File: src/rtl/assert_macros.svh
// Assertion macros for the RTL files.
`ifndef ASSERT_MACROS_SVH
`define ASSERT_MACROS_SVH

// Check a property on every rising edge of clk_i while out of reset.
`define ASSERT_AT(lbl, prop) \
  lbl: assert property (@(posedge clk_i) disable iff (!rst_ni) prop) \
    else $error("assertion failed");

// Check that a condition never holds on a rising edge of clk_i.
`define ASSERT_NEVER(lbl, cond) \
  `ASSERT_AT(lbl, !(cond))

`endif

File: src/rtl/srtf_pkg.sv
// Package with sizes and result codes of the SRTF scheduler.
`timescale 1ns / 1ps
package srtf_pkg;

  localparam int unsigned SLOTS  = 16;
  localparam int unsigned SLOT_W = (SLOTS > 1) ? $clog2(SLOTS) : 1;

  localparam int unsigned ID_W    = 8;
  localparam int unsigned BURST_W = 16;
  localparam int unsigned UNITS_W = 32;
  localparam int unsigned STAT_W  = 2;

  localparam int unsigned IN_DATA_W  = 24;  // proc_id + burst
  localparam int unsigned OUT_DATA_W = 48;  // run_id + finished + units_done + pad

  typedef enum logic [STAT_W-1:0] {
    ST_RAN    = 2'd0,
    ST_IDLE   = 2'd1,
    ST_ACCEPT = 2'd2,
    ST_REJECT = 2'd3
  } status_e;

  typedef enum logic {
    CMD_ARRIVE = 1'b0,
    CMD_TICK   = 1'b1
  } command_e;

endpackage

File: src/rtl/srtf_scheduler_unit.sv
// Shortest-remaining-time-first scheduler over a slot table held in a synchronous memory.
//
// Input beats (s_axis): tuser carries the command (arrival or tick), tdata carries the
// arriving process id and its burst length. Output beats (m_axis): tuser carries the
// status (ran, idle, arrival accepted, arrival rejected), tdata the id that ran, the
// finished flag and the running count of executed units. Every input beat yields
// exactly one output beat.
// Owner id and remaining time of each slot live in one memory with a registered read;
// the valid bits live in flip-flops. An arrival writes the lowest free slot in the cycle
// it is accepted; its result goes to the pending-result register, then to the output register.
// A tick sweeps the memory one slot per cycle through the single read port, keeps the
// running minimum, then writes the decremented entry back if a live slot was found.
// One item is in work at a time; the next beat is taken as soon as the block returns to
// idle, while the previous result may still sit unclaimed in the output register. If the
// receiver stalls, the finished result waits in a holding register and the block stops
// there until the output register frees up.
// Reset clears every valid bit, the unit counter and all handshake state; memory
// contents are left as they are and are ignored while their valid bit is clear.
`timescale 1ns / 1ps
`include "assert_macros.svh"

module srtf_scheduler_unit
  import srtf_pkg::*;
(
  input  logic                  clk_i,
  input  logic                  rst_ni,
  input  logic                  s_axis_tvalid_i,
  output logic                  s_axis_tready_o,
  input  logic [IN_DATA_W-1:0]  s_axis_tdata_i,   // [7:0] proc_id, [23:8] burst
  input  logic                  s_axis_tuser_i,   // [0] command
  output logic                  m_axis_tvalid_o,
  input  logic                  m_axis_tready_i,
  output logic [OUT_DATA_W-1:0] m_axis_tdata_o,   // [7:0] run_id, [8] finished,
                                                  // [40:9] units_done, [47:41] zero
  output logic [STAT_W-1:0]     m_axis_tuser_o    // [1:0] status
);

  typedef enum logic [2:0] {
    S_IDLE,
    S_SCAN,
    S_DRAIN,
    S_WB,
    S_EMIT
  } state_e;

  localparam int unsigned ENT_W = ID_W + BURST_W;

  state_e              state_q;
  logic [SLOTS-1:0]    slot_valid_q;
  logic [UNITS_W-1:0]  units_q;
  logic [SLOT_W-1:0]   scan_idx_q;
  logic                rd_pend_q;
  logic [SLOT_W-1:0]   rd_idx_q;
  logic [ENT_W-1:0]    rd_data_q;
  logic                found_q;
  logic [SLOT_W-1:0]   best_idx_q;
  logic [ID_W-1:0]     best_owner_q;
  logic [BURST_W-1:0]  best_rem_q;

  // Pending result, then the output register.
  status_e             res_status_q;
  logic [ID_W-1:0]     res_id_q;
  logic                res_fin_q;
  logic                m_valid_q;
  status_e             m_status_q;
  logic [ID_W-1:0]     m_id_q;
  logic                m_fin_q;
  logic [UNITS_W-1:0]  m_units_q;

  logic [ENT_W-1:0]    slot_mem_q [SLOTS];

  logic                in_fire;
  logic                out_free;
  logic [ID_W-1:0]     in_id;
  logic [BURST_W-1:0]  in_burst;
  logic                free_hit;
  logic [SLOT_W-1:0]   free_idx;
  logic                arrive_ok;
  logic                cand_take;
  logic [ID_W-1:0]     rd_owner;
  logic [BURST_W-1:0]  rd_rem;
  logic [BURST_W-1:0]  best_rem_dec;
  logic                mem_we;
  logic [SLOT_W-1:0]   mem_waddr;
  logic [ENT_W-1:0]    mem_wdata;

  assign s_axis_tready_o = (state_q == S_IDLE);
  assign in_fire         = s_axis_tvalid_i && s_axis_tready_o;
  assign out_free        = !m_valid_q || m_axis_tready_i;
  assign in_id           = s_axis_tdata_i[ID_W-1:0];
  assign in_burst        = s_axis_tdata_i[ID_W+BURST_W-1:ID_W];

  // Lowest free slot: walk down so the lowest clear bit wins.
  always_comb begin
    free_hit = 1'b0;
    free_idx = '0;
    for (int k = SLOTS - 1; k >= 0; k--) begin
      if (!slot_valid_q[k]) begin
        free_hit = 1'b1;
        free_idx = SLOT_W'(k);
      end
    end
  end

  assign arrive_ok = free_hit && (in_burst != '0);

  // Compare stage of the sweep: strict less-than keeps ties on the lower slot.
  assign rd_owner  = rd_data_q[ENT_W-1:BURST_W];
  assign rd_rem    = rd_data_q[BURST_W-1:0];
  assign cand_take = rd_pend_q && slot_valid_q[rd_idx_q] &&
                     (!found_q || (rd_rem < best_rem_q));
  assign best_rem_dec = best_rem_q - BURST_W'(1);

  // Single write port: arrival fill or tick write-back, never in the same cycle.
  always_comb begin
    mem_we    = 1'b0;
    mem_waddr = free_idx;
    mem_wdata = {in_id, in_burst};
    if (in_fire && (s_axis_tuser_i == CMD_ARRIVE) && arrive_ok) begin
      mem_we = 1'b1;
    end else if ((state_q == S_WB) && found_q) begin
      mem_we    = 1'b1;
      mem_waddr = best_idx_q;
      mem_wdata = {best_owner_q, best_rem_dec};
    end
  end

  always_ff @(posedge clk_i) begin
    if (mem_we) begin
      slot_mem_q[mem_waddr] <= mem_wdata;
    end
    rd_data_q <= slot_mem_q[scan_idx_q];
  end

  // Sequencer, valid bits, counter and output handshake.
  always_ff @(posedge clk_i or negedge rst_ni) begin
    if (!rst_ni) begin
      state_q      <= S_IDLE;
      slot_valid_q <= '0;
      units_q      <= '0;
      scan_idx_q   <= '0;
      rd_pend_q    <= 1'b0;
      found_q      <= 1'b0;
      m_valid_q    <= 1'b0;
    end else begin
      rd_pend_q <= (state_q == S_SCAN);
      // Load a new beat when the output register frees up, else drop a taken one.
      if ((state_q == S_EMIT) && out_free) begin
        m_valid_q <= 1'b1;
      end else if (m_valid_q && m_axis_tready_i) begin
        m_valid_q <= 1'b0;
      end
      unique case (state_q)
        S_IDLE: begin
          if (in_fire) begin
            if (s_axis_tuser_i == CMD_TICK) begin
              scan_idx_q <= '0;
              found_q    <= 1'b0;
              state_q    <= S_SCAN;
            end else begin
              if (arrive_ok) begin
                slot_valid_q[free_idx] <= 1'b1;
              end
              state_q <= S_EMIT;
            end
          end
        end
        S_SCAN: begin
          if (cand_take) begin
            found_q <= 1'b1;
          end
          scan_idx_q <= scan_idx_q + SLOT_W'(1);
          if (scan_idx_q == SLOT_W'(SLOTS - 1)) begin
            state_q <= S_DRAIN;
          end
        end
        S_DRAIN: begin
          // Last read returns here; fold it into the minimum.
          if (cand_take) begin
            found_q <= 1'b1;
          end
          state_q <= S_WB;
        end
        S_WB: begin
          if (found_q) begin
            units_q <= units_q + UNITS_W'(1);
            if (best_rem_q == BURST_W'(1)) begin
              slot_valid_q[best_idx_q] <= 1'b0;
            end
          end
          state_q <= S_EMIT;
        end
        S_EMIT: begin
          if (out_free) begin
            state_q <= S_IDLE;
          end
        end
        default: state_q <= S_IDLE;
      endcase
    end
  end

  // Payload registers: running minimum, pending result, output beat.
  always_ff @(posedge clk_i) begin
    if (cand_take) begin
      best_idx_q   <= rd_idx_q;
      best_owner_q <= rd_owner;
      best_rem_q   <= rd_rem;
    end
    rd_idx_q <= scan_idx_q;
    if (in_fire && (s_axis_tuser_i == CMD_ARRIVE)) begin
      res_status_q <= arrive_ok ? ST_ACCEPT : ST_REJECT;
      res_id_q     <= '0;
      res_fin_q    <= 1'b0;
    end else if (state_q == S_WB) begin
      res_status_q <= found_q ? ST_RAN : ST_IDLE;
      res_id_q     <= found_q ? best_owner_q : '0;
      res_fin_q    <= found_q && (best_rem_q == BURST_W'(1));
    end
    if ((state_q == S_EMIT) && out_free) begin
      m_status_q <= res_status_q;
      m_id_q     <= res_id_q;
      m_fin_q    <= res_fin_q;
      m_units_q  <= units_q;
    end
  end

  assign m_axis_tvalid_o = m_valid_q;
  assign m_axis_tuser_o  = m_status_q;
  assign m_axis_tdata_o  = {(OUT_DATA_W - ID_W - 1 - UNITS_W)'(0), m_units_q, m_fin_q, m_id_q};

  // A slot picked by the sweep must still be live at write-back.
  `ASSERT_AT(a_pick_live, ((state_q == S_WB) && found_q) |-> slot_valid_q[best_idx_q])
  // A tick that ran a process advances the unit count by exactly one.
  `ASSERT_AT(a_units_step, ((state_q == S_WB) && found_q) |=> (units_q == $past(units_q) + 32'd1))
  // An accepted arrival occupies the slot it was written to.
  `ASSERT_AT(a_arrive_fill, (in_fire && !s_axis_tuser_i && arrive_ok) |=> slot_valid_q[$past(free_idx)])
  // A finished result is never loaded over one that is still waiting.
  `ASSERT_AT(a_hold_beat, m_valid_q && !m_axis_tready_i |=> m_valid_q && $stable(m_axis_tdata_o))

endmodule
File: config.mk
export PLATFORM = sky130hd
export DESIGN_NAME = srtf_scheduler_unit
export DESIGN_NICKNAME = d
export VERILOG_FILES = /design/src/rtl/srtf_pkg.sv /design/src/rtl/srtf_scheduler_unit.sv
export VERILOG_INCLUDE_DIRS = /design/src /design/src/rtl
export SDC_FILE = /design/constraint.sdc
export NUM_CORES = 1
export LEC_CHECK = 0
export BUFFER_PORTS_ARGS = -buffer_cell sky130_fd_sc_hd__buf_2
export CAP_MARGIN = 20
export CORE_ASPECT_RATIO = 1.75
export CORE_UTILIZATION = 35
export DETAILED_ROUTE_END_ITERATION = 16
export PLACE_DENSITY = 0.55
export SLEW_MARGIN = 20
export SYNTH_ARGS = -nofsm -noshare
export SYNTH_HDL_FRONTEND = slang
export SYNTH_SLANG_ARGS = --single-unit
export TNS_END_PERCENT = 30
File: constraint.sdc
create_clock -name clk_i -period 4.7 [get_ports clk_i]
set_input_delay 0.235 -clock clk_i [delete_from_list [all_inputs] [get_ports clk_i]]
set_output_delay 0.235 -clock clk_i [all_outputs]
set_load 0.05 [all_outputs]
# Word level (Yosys, flattened, before mapping)
# Memories as Yosys holds them, arrays and structs flattened. A register that Yosys moved wholly into a read port is not among the register bits.
# Cells that the tools add are included.
# word_totals
ff_bits,144
ramBits,384
in_bits,29
out_inout_bits,52
wordCells,147
mem_count,1
# memory_table
memory,words,word_bits,rd,rd_clocked_by_memory_dff,wr,line,source
slot_mem_q,16,24,1,1,1,srtf_scheduler_unit.sv:70,logic [ENT_W-1:0] slot_mem_q [SLOTS];
# classes
add_sub_neg,3
order_cmp,6
n_eq_ne,15
n_mux,71
bitwise_logic,4
n_reduce_logical,29
# op_table
op,n
2-to-1 mux 16 bit,5
2-to-1 mux 4 bit,20
2-to-1 mux 24 bit,2
"adder 32 x 1 -> 32 bit, second input constant",1
case mux 16 bit (2 select lines),1
2-to-1 mux 1 bit,30
bitwise AND 16 bit,1
"equality test 16 x 1 -> 1 bit, second input constant",1
< comparator 16 bit,1
NOT 16 bit,1
OR 16 bit,1
nonzero test 16 bit,1
"subtractor 16 x 1 -> 16 bit, second input constant",1
"< comparator 4 x 5 -> 1 bit, second input constant",3
case mux 3 bit (5 select lines),1
logical AND 1 bit,12
2-to-1 mux 3 bit,4
"inequality test 2 x 1 -> 1 bit, second input constant",5
nonzero test 2 bit,5
demux 1 bit (select 4 bit),2
"greater-or-equal comparator 4 x 1 -> 1 bit, second input constant",2
2-to-1 mux 8 bit,1
"inequality test 2 bit, second input constant",4
case mux 4 bit (2 select lines),1
other kinds (17),22

# Logic depth before layout (Yosys ltp)
# Gate-level depths: netlist of run 1.
# depth
ltp_word,25
mapped_depth,8
mapped_depth_nobuf,7

# Least setup slack after synthesis of run 1
# No wires, ideal clock.
# synth_timing
kind,register to register
startpoint,reg state_q[1]
endpoint,mem slot_mem_q[7][0] in the netlist's numbering (enable)
setup_time_ns,0.405
arrival_time_ns,2.451
required_time_ns,4.295
setup_slack_ns,1.844
stages_incl_launch_ff,9
path_buffers,2
period_less_slack_ns,2.856
path_cell_list,dfrtp_1 buf_4 and4b_1 buf_4 nor3b_1 a21oi_2 nand2_1 a31oi_1 nor2_1
# synth_between
elab_chain_cells,7
word_cells_on_any_way,12
classes_between,eq/ne: 1; mux: 6; reduce/logical: 5
# synth_lines
item,line,source
from (decl),srtf_scheduler_unit.sv:48,state_e state_q;
from (signal assigned),srtf_scheduler_unit.sv:138,state_q <= S_IDLE;
from (signal assigned),srtf_scheduler_unit.sv:159,state_q <= S_SCAN;
from (signal assigned),srtf_scheduler_unit.sv:164,state_q <= S_EMIT;
zero test 3 bit,srtf_scheduler_unit.sv:87,assign s_axis_tready_o = (state_q == S_IDLE);
logical AND 1 bit,srtf_scheduler_unit.sv:88,assign in_fire = s_axis_tvalid_i && s_axis_tready_o;
logical AND 1 bit (2 in series),srtf_scheduler_unit.sv:119,if (in_fire && (s_axis_tuser_i == CMD_ARRIVE) && arrive_ok) begin
2-to-1 mux 1 bit,srtf_scheduler_unit.sv:119,
2-to-1 mux 1 bit,srtf_scheduler_unit.sv:129,if (mem_we) begin
2-to-1 mux 1 bit (implied by the code),srtf_scheduler_unit.sv:130,slot_mem_q[mem_waddr] <= mem_wdata;
to (decl),srtf_scheduler_unit.sv:70,
# Parallel ways exist; a longest one is shown, timed or not.

# Worst setup path after layout of run 1
# layout_timing
startpoint,reg state_q[2]
endpoint,mem slot_mem_q[15][19] in the netlist's numbering (enable)
# The elaborated chain is that of the path after synthesis.

==> results of run 1 <==
==> flip-flops by register name, indices dropped and copies added (netlist names), 2 cells and up <==
signal          flops
rd_data_q          24
slot_valid_q       16
m_id_q              8
best_rem_q         16
units_q            32
slot_mem_q        384
m_units_q          32
scan_idx_q          4
m_axis_tuser_o      2
state_q             3
res_status_q        2
best_idx_q          4
rd_idx_q            4
best_owner_q        8
res_id_q            8
==> through the flow <==
step | setup WS, ns | instance area (sq um) | cells
2_1_floorplan | 1.84 | 21600 | 1174
3_3_place_gp | 1.58 | 23000 | 2015
3_5_place_dp | 1.53 | 23000 | 2015
4_1_cts | 1.48 | 24600 | 2105
5_1_grt | 1.27 | 24700 | 2105
6_report | 1.47 | 24700 | 2105
==> worst reg2reg max path: stages, from the launching register on <==
cell and delay (ns):
dfrtp_1 0.54, and4b_1 0.61, nor3b_1 0.11, a21oi_2 0.26
nand2_1 0.12, a31oi_1 0.81, nor2_4 0.39
==> worst paths after layout <==
kind / slack, ns / start / depth (start not counted) / to
max in group asynchronous: 3.74 / rst_ni / 3 / scan_idx_q[1]
hold / removal: 0.09 / s_axis_tuser_i / 5 / state_q[0]
hold reg to reg: 0.40 / rd_data_q[21] / 0 / best_owner_q[5]
min in group asynchronous: 0.36 / rst_ni / 3 / slot_valid_q[11]
setup / recovery: 1.47 / state_q[2] / 6 / slot_mem_q[15][19]
setup reg to reg: 1.47 / state_q[2] / 6 / slot_mem_q[15][19]
==> power breakdown <==
group / leakage (nW) / internal [mW] / switching, mW
sequential: 5.17 / 5.89 / 0.604
clock: 0.772 / 2.31 / 1.77
combinational: 2.37 / 1.47 / 1.66
==> cells in the mapped netlist, types with 19 or more instances <==
cell | number | area (sq um)
clkbuf_1 | 20 | 75.1
dfrtp_1 | 58 | 1450
dfxtp_1 | 37 | 741
edfxtp_1 | 457 | 13700
ha_1 | 19 | 238
inv_1 | 23 | 86.3
mux4_2 | 123 | 2770
nand2_1 | 108 | 405
nand3_1 | 20 | 100
nor2_1 | 39 | 146
o21ai_0 | 27 | 135
xnor2_1 | 35 | 307
==> layout make-up <==
| cell class | instances | area (sq um) |
|---|---|---|
| fillers | 5451 | 36500 |
| flip-flops and latches | 552 | 15900 |
| multi-input cells | 548 | 5430 |
| clock buffers | 58 | 1260 |
| well taps | 793 | 992 |
| repair buffers | 100 | 611 |
| clock inverters | 30 | 345 |
| inverters | 24 | 90.1 |
==> layer usage <==
layer  vias to the layer above  track usage, %
met5                         -               0
met4                         0            5.47
met3                        78            1.63
met2                       242            27.5
met1                      5681            18.6
li1                       4812               -
==> layout by cell type (no fill, tap or decap), types with 12 or more instances in the layout <==
master	instances
dfrtp_1	55
buf_2	73
inv_1	23
o21ai_0	26
mux4_2	123
buf_4	22
nand2_1	108
xnor2_1	35
nor2_1	27
a21oi_1	15
nand4_1	14
edfxtp_1	457
ha_1	19
nor2_4	12
clkbuf_16	49
o21ai_1	12
dfxtp_1	37
nand3_1	20
==> timing repair <==
item                      4_1_cts  5_1_grt
hold buffers                    2        0
buffers inserted                0        0
hold endpoints to repair       59        0
==> cell families after synthesis <==
family                     synth area share (%)
and+or+nand+nor                            5.81
buffers and inverters                      1.75
other                                    0.0174
DFF                                        73.7
xor gates and xnor gates                   1.74
muxes                                      13.1
adders and majority gates                  1.10
AOI/OAI and AO/OA                          2.80
==> metrics.txt, run 1 <==
outcome=completed; Tcrit/Tclk final=68.6%; diode count=0; synth warn=0; Mapped Area=21600 sq um; Syn Area/Cell=18.5 sq um; Hold Vio Cnt, Final=0; Top delay family on crit path=simple AND/OR/NAND/NOR gates; Async S/R FF share, synth=10.5%; initial antenna violation count=0; leak pwr=8.31 nW; Top Metal Used=met4; Overflow after GRT=0; DRT iter0 DRCs=674; Final Net Count=1322; Yosys reg bits=552; Clock Latency Late Sink=0.58 ns; Detail Route Antenna Nets=0; Final Power=13.7 mW; P&R area growth vs syn=14.2%; CP Max Fanout=24; worst vdd ir=0.284 mV; Cell Pwr Density=556 nW/um^2; Worst Path Buf+Inv=0; Crit path arrival time=3.45 ns; Slew HR=29.5%; crit end category=register; H-tree depth=2; Hold/Removal Path Class=primary input to register; required time of the critical path=4.92 ns; utilization after layout=40.3%; Final GP Congestion=0.889; met3 WL=1530 um; clk sinks=552; final WL=46800 um; Min Hold Slack=0.0894 ns; Tot GR Track Use=15.2%; Achievable Freq=310 MHz; Critical Path Start Type=register; hpwl dp=31300 um; clock slew seen by the registers of the worst setup and hold paths=0.07 ns; # setup viols final=0; FP Rows=120; library cells used by synthesis=61; Crit Path Class=register to register; unrepaired setup endpoints after global routing=false; global-route wire length before repair=71500 um; clock buffer count from CTS=48; Fin Setup TNS=0 ns; Root Driver=clkbuf_16; EDFF count, synth=457; DIE AREA=62700 sq um; Residual DRC=0; port bufs=73; max-cap check violation count=0; max-slew violations=0; post_cts resized=0; Crit-path slowest cell=a31oi_1; Post-Synthesis Cells=1168; clock buffer depth=3; Worst Tran Pin Value=1.05 ns; ys flop type=edfxtp_1; Initial Util=35.3%; DRT Pass-1 Iters=5; drt wl/cell=22.2 um; sequential-to-total area share from yosys stat=73.7%; Met1 Wirelength=19200 um; fin crit period=3.23 ns; Chip Width=190 um; CP max stage delay=0.81 ns; Clock Skew=0.0244 ns; TritonCTS clock tree=built; largest net degree at the start of global routing=63; DIE HEIGHT=331 um; via density per instance=5.14; via count=10800; vias in the first global route=11500; met2 routed WL=24700 um; core area=61100 sq um; Ports=81; share of post-route cells with drive strength above 1=24.4%; worst path cell trace=and4b_1, nor3b_1, a21oi_2, nand2_1, a31oi_1, nor2_4
Power figures use the tool's default switching activity.
==> run 2: changes to the inputs <==
- clock period: 4.7 -> 3.1 ns (I/O delays scaled with it)
==> run 2 against run 1 <==
Against the previous run: register-to-register slack worse by 1.2 ns; sequential share of layout area down 0.85 points; setup slack lost 1.2 ns; sequential cell count stayed put; first-iteration DRC count increased by 0.89%; critical endpoint is now slot_mem_q[5][19].
==> metrics.txt, run 2 (synthesis results as in run 1) <==
core area=61100 sq um; final WL=46500 um; Top delay family on crit path=simple AND/OR/NAND/NOR gates; Worst path depth=5; vias in the first global route=11500; Final GP Congestion=0.882; Detail Route Antenna Nets=0; crit path from=state_q[2]; internal power=15.0 mW; DRT Pass-1 Iters=5; max-slew violations=0; largest net degree at the start of global routing=40; multi-input logic area=5420 sq um; diode count=0; Clock Skew=0.0152 ns; outcome=completed; worst vdd ir=0.458 mV; Hold Vio Cnt, Final=0; Clock Power Share=29.2%; initial antenna violation count=0; Worst Path Buf+Inv=1; CP Max Fanout=35; required time of the critical path=3.29 ns; # setup viols final=0; Reg2Reg Depth=5; H-tree depth=2; Ports=81; share of post-route cells with drive strength above 1=26.1%; global-route wire length before repair=70600 um; Crit-path slowest cell=nor2_4; placed instance area=23300 sq um; DIE HEIGHT=331 um; register-to-register setup slack=0.27 ns; sw frac=29.2%; clk sinks=552; most flop-heavy register=slot_mem_q; CP Capture Point=slot_mem_q[5][19]; crit end category=register; Layout fillers=5356; Net Sw Power=6.16 mW; P&R area growth vs syn=15.7%; reg2reg end=slot_mem_q[5][19]; Seq pwr share=45.8%; Tot GR Track Use=15.1%; Regs by FF count=slot_mem_q: 384 flops, m_units_q: 32 flops, units_q: 32 flops; FP Rows=120; Hold/Removal Path Class=primary input to register; leak pwr=8.52 nW; CP max stage delay=0.78 ns; clock slew seen by the registers of the worst setup and hold paths=0.07 ns; Place WS=0.152 ns; via density per instance=5.05; Tcrit/Tclk final=91.2%; hpwl dp=32500 um; fin crit period=2.83 ns; Comb pwr share=25.1%; drt wl/cell=21.7 um; Chip Width=190 um; Crit path arrival time=3.01 ns; Crit Path Class=register to register; Initial Util=35.3%; worst setup margin=0.274 ns; most common cell after layout, fill and taps aside=edfxtp_1; TritonCTS clock tree=built; FF-to-FF Start=state_q[2]; Cell Pwr Density=845 nW/um^2; DIE AREA=62700 sq um; clock buffer count from CTS=48; Residual DRC=0; utilization after layout=40.9%; Fin Setup TNS=0 ns; Clock Latency Late Sink=0.57 ns; max-cap check violation count=0; Achievable Freq=354 MHz; most frequent cells in the layout=edfxtp_1 (457), mux4_2 (123), nand2_1 (108); worst path cell trace=nand4b_1, buf_12, o21ai_0, o21ai_1, nor2_4; via count=10800; clock buffer depth=3; unrepaired setup endpoints after global routing=false; port bufs=73; Worst Tran Pin Value=1.00 ns; DRT iter0 DRCs=680; Final Net Count=1359; final instance area=25000 sq um; Overflow after GRT=0; register area=15900 sq um; Critical Path Start Type=register; Root Driver=clkbuf_16; max FFs per register=384; Slew HR=32.6%
-- run 2: area by class of cell --
type | instances | share of cell area (%)
Tap cell | 793 | 3.97
Inverter | 24 | 0.361
Clock inverter | 19 | 1.01
Timing Repair Buffer | 137 | 3.83
Sequential cell | 552 | 63.7
Clock buffer | 68 | 5.39
Multi-Input combinational cell | 548 | 21.7
-- run 2: worst reg2reg max path: stages (launching register included) --
cell	delay, ns
dfrtp_1	0.46
nand4b_1	0.26
buf_12	0.21
o21ai_0	0.39
o21ai_1	0.33
nor2_4	0.78
-- run 2: how the worst min path moves through the flow --
stage | from | to | cells past startpoint
after global routing | s_axis_tdata_i[19] | slot_mem_q[8][11] | 4
after floorplan | rst_ni | found_q | 0
after global placement | rst_ni | slot_valid_q[7] | 1
final | s_axis_tdata_i[16] | slot_mem_q[4][8] | 4
after CTS | s_axis_tdata_i[16] | slot_mem_q[5][8] | 4
after detailed placement | rst_ni | slot_valid_q[5] | 1
-- run 2: timing repair --
item,CTS,global route
setup buffers,0,0
hold buffers,4,0
endpoints found under the hold margin,37,0
gates resized for setup,0,1
endpoints found under the setup margin,0,24
-- run 2: stage by stage --
stage	hold slack, ns	power [mW]	std cells
after floorplan	-0.141	13.2	1174
after global placement	0.321	15.2	2050
after detailed placement	0.327	15.2	2050
after CTS	0.166	21.4	2141
after global routing	0.227	22.0	2141
final	0.193	21.1	2141
-- run 2: routing by layer --
layer	vias up	GRT usage [%]	part of all wire [%]
li1	4893	-	-
met1	5571	17.9	40
met2	264	27.9	54
met3	89	1.78	3.4
met4	0	5.65	3.1
met5	-	0	0
-- run 2: power by group through the flow --
stage               sequential (mW)  combinational (mW)  clock [mW]
finish                         9.66                5.29        6.16
global route                   9.76                5.72        6.54
CTS                            9.69                5.37        6.32
detailed placement             9.85                5.35           0
global placement               9.83                5.33           0
floorplan                      9.58                3.63           0
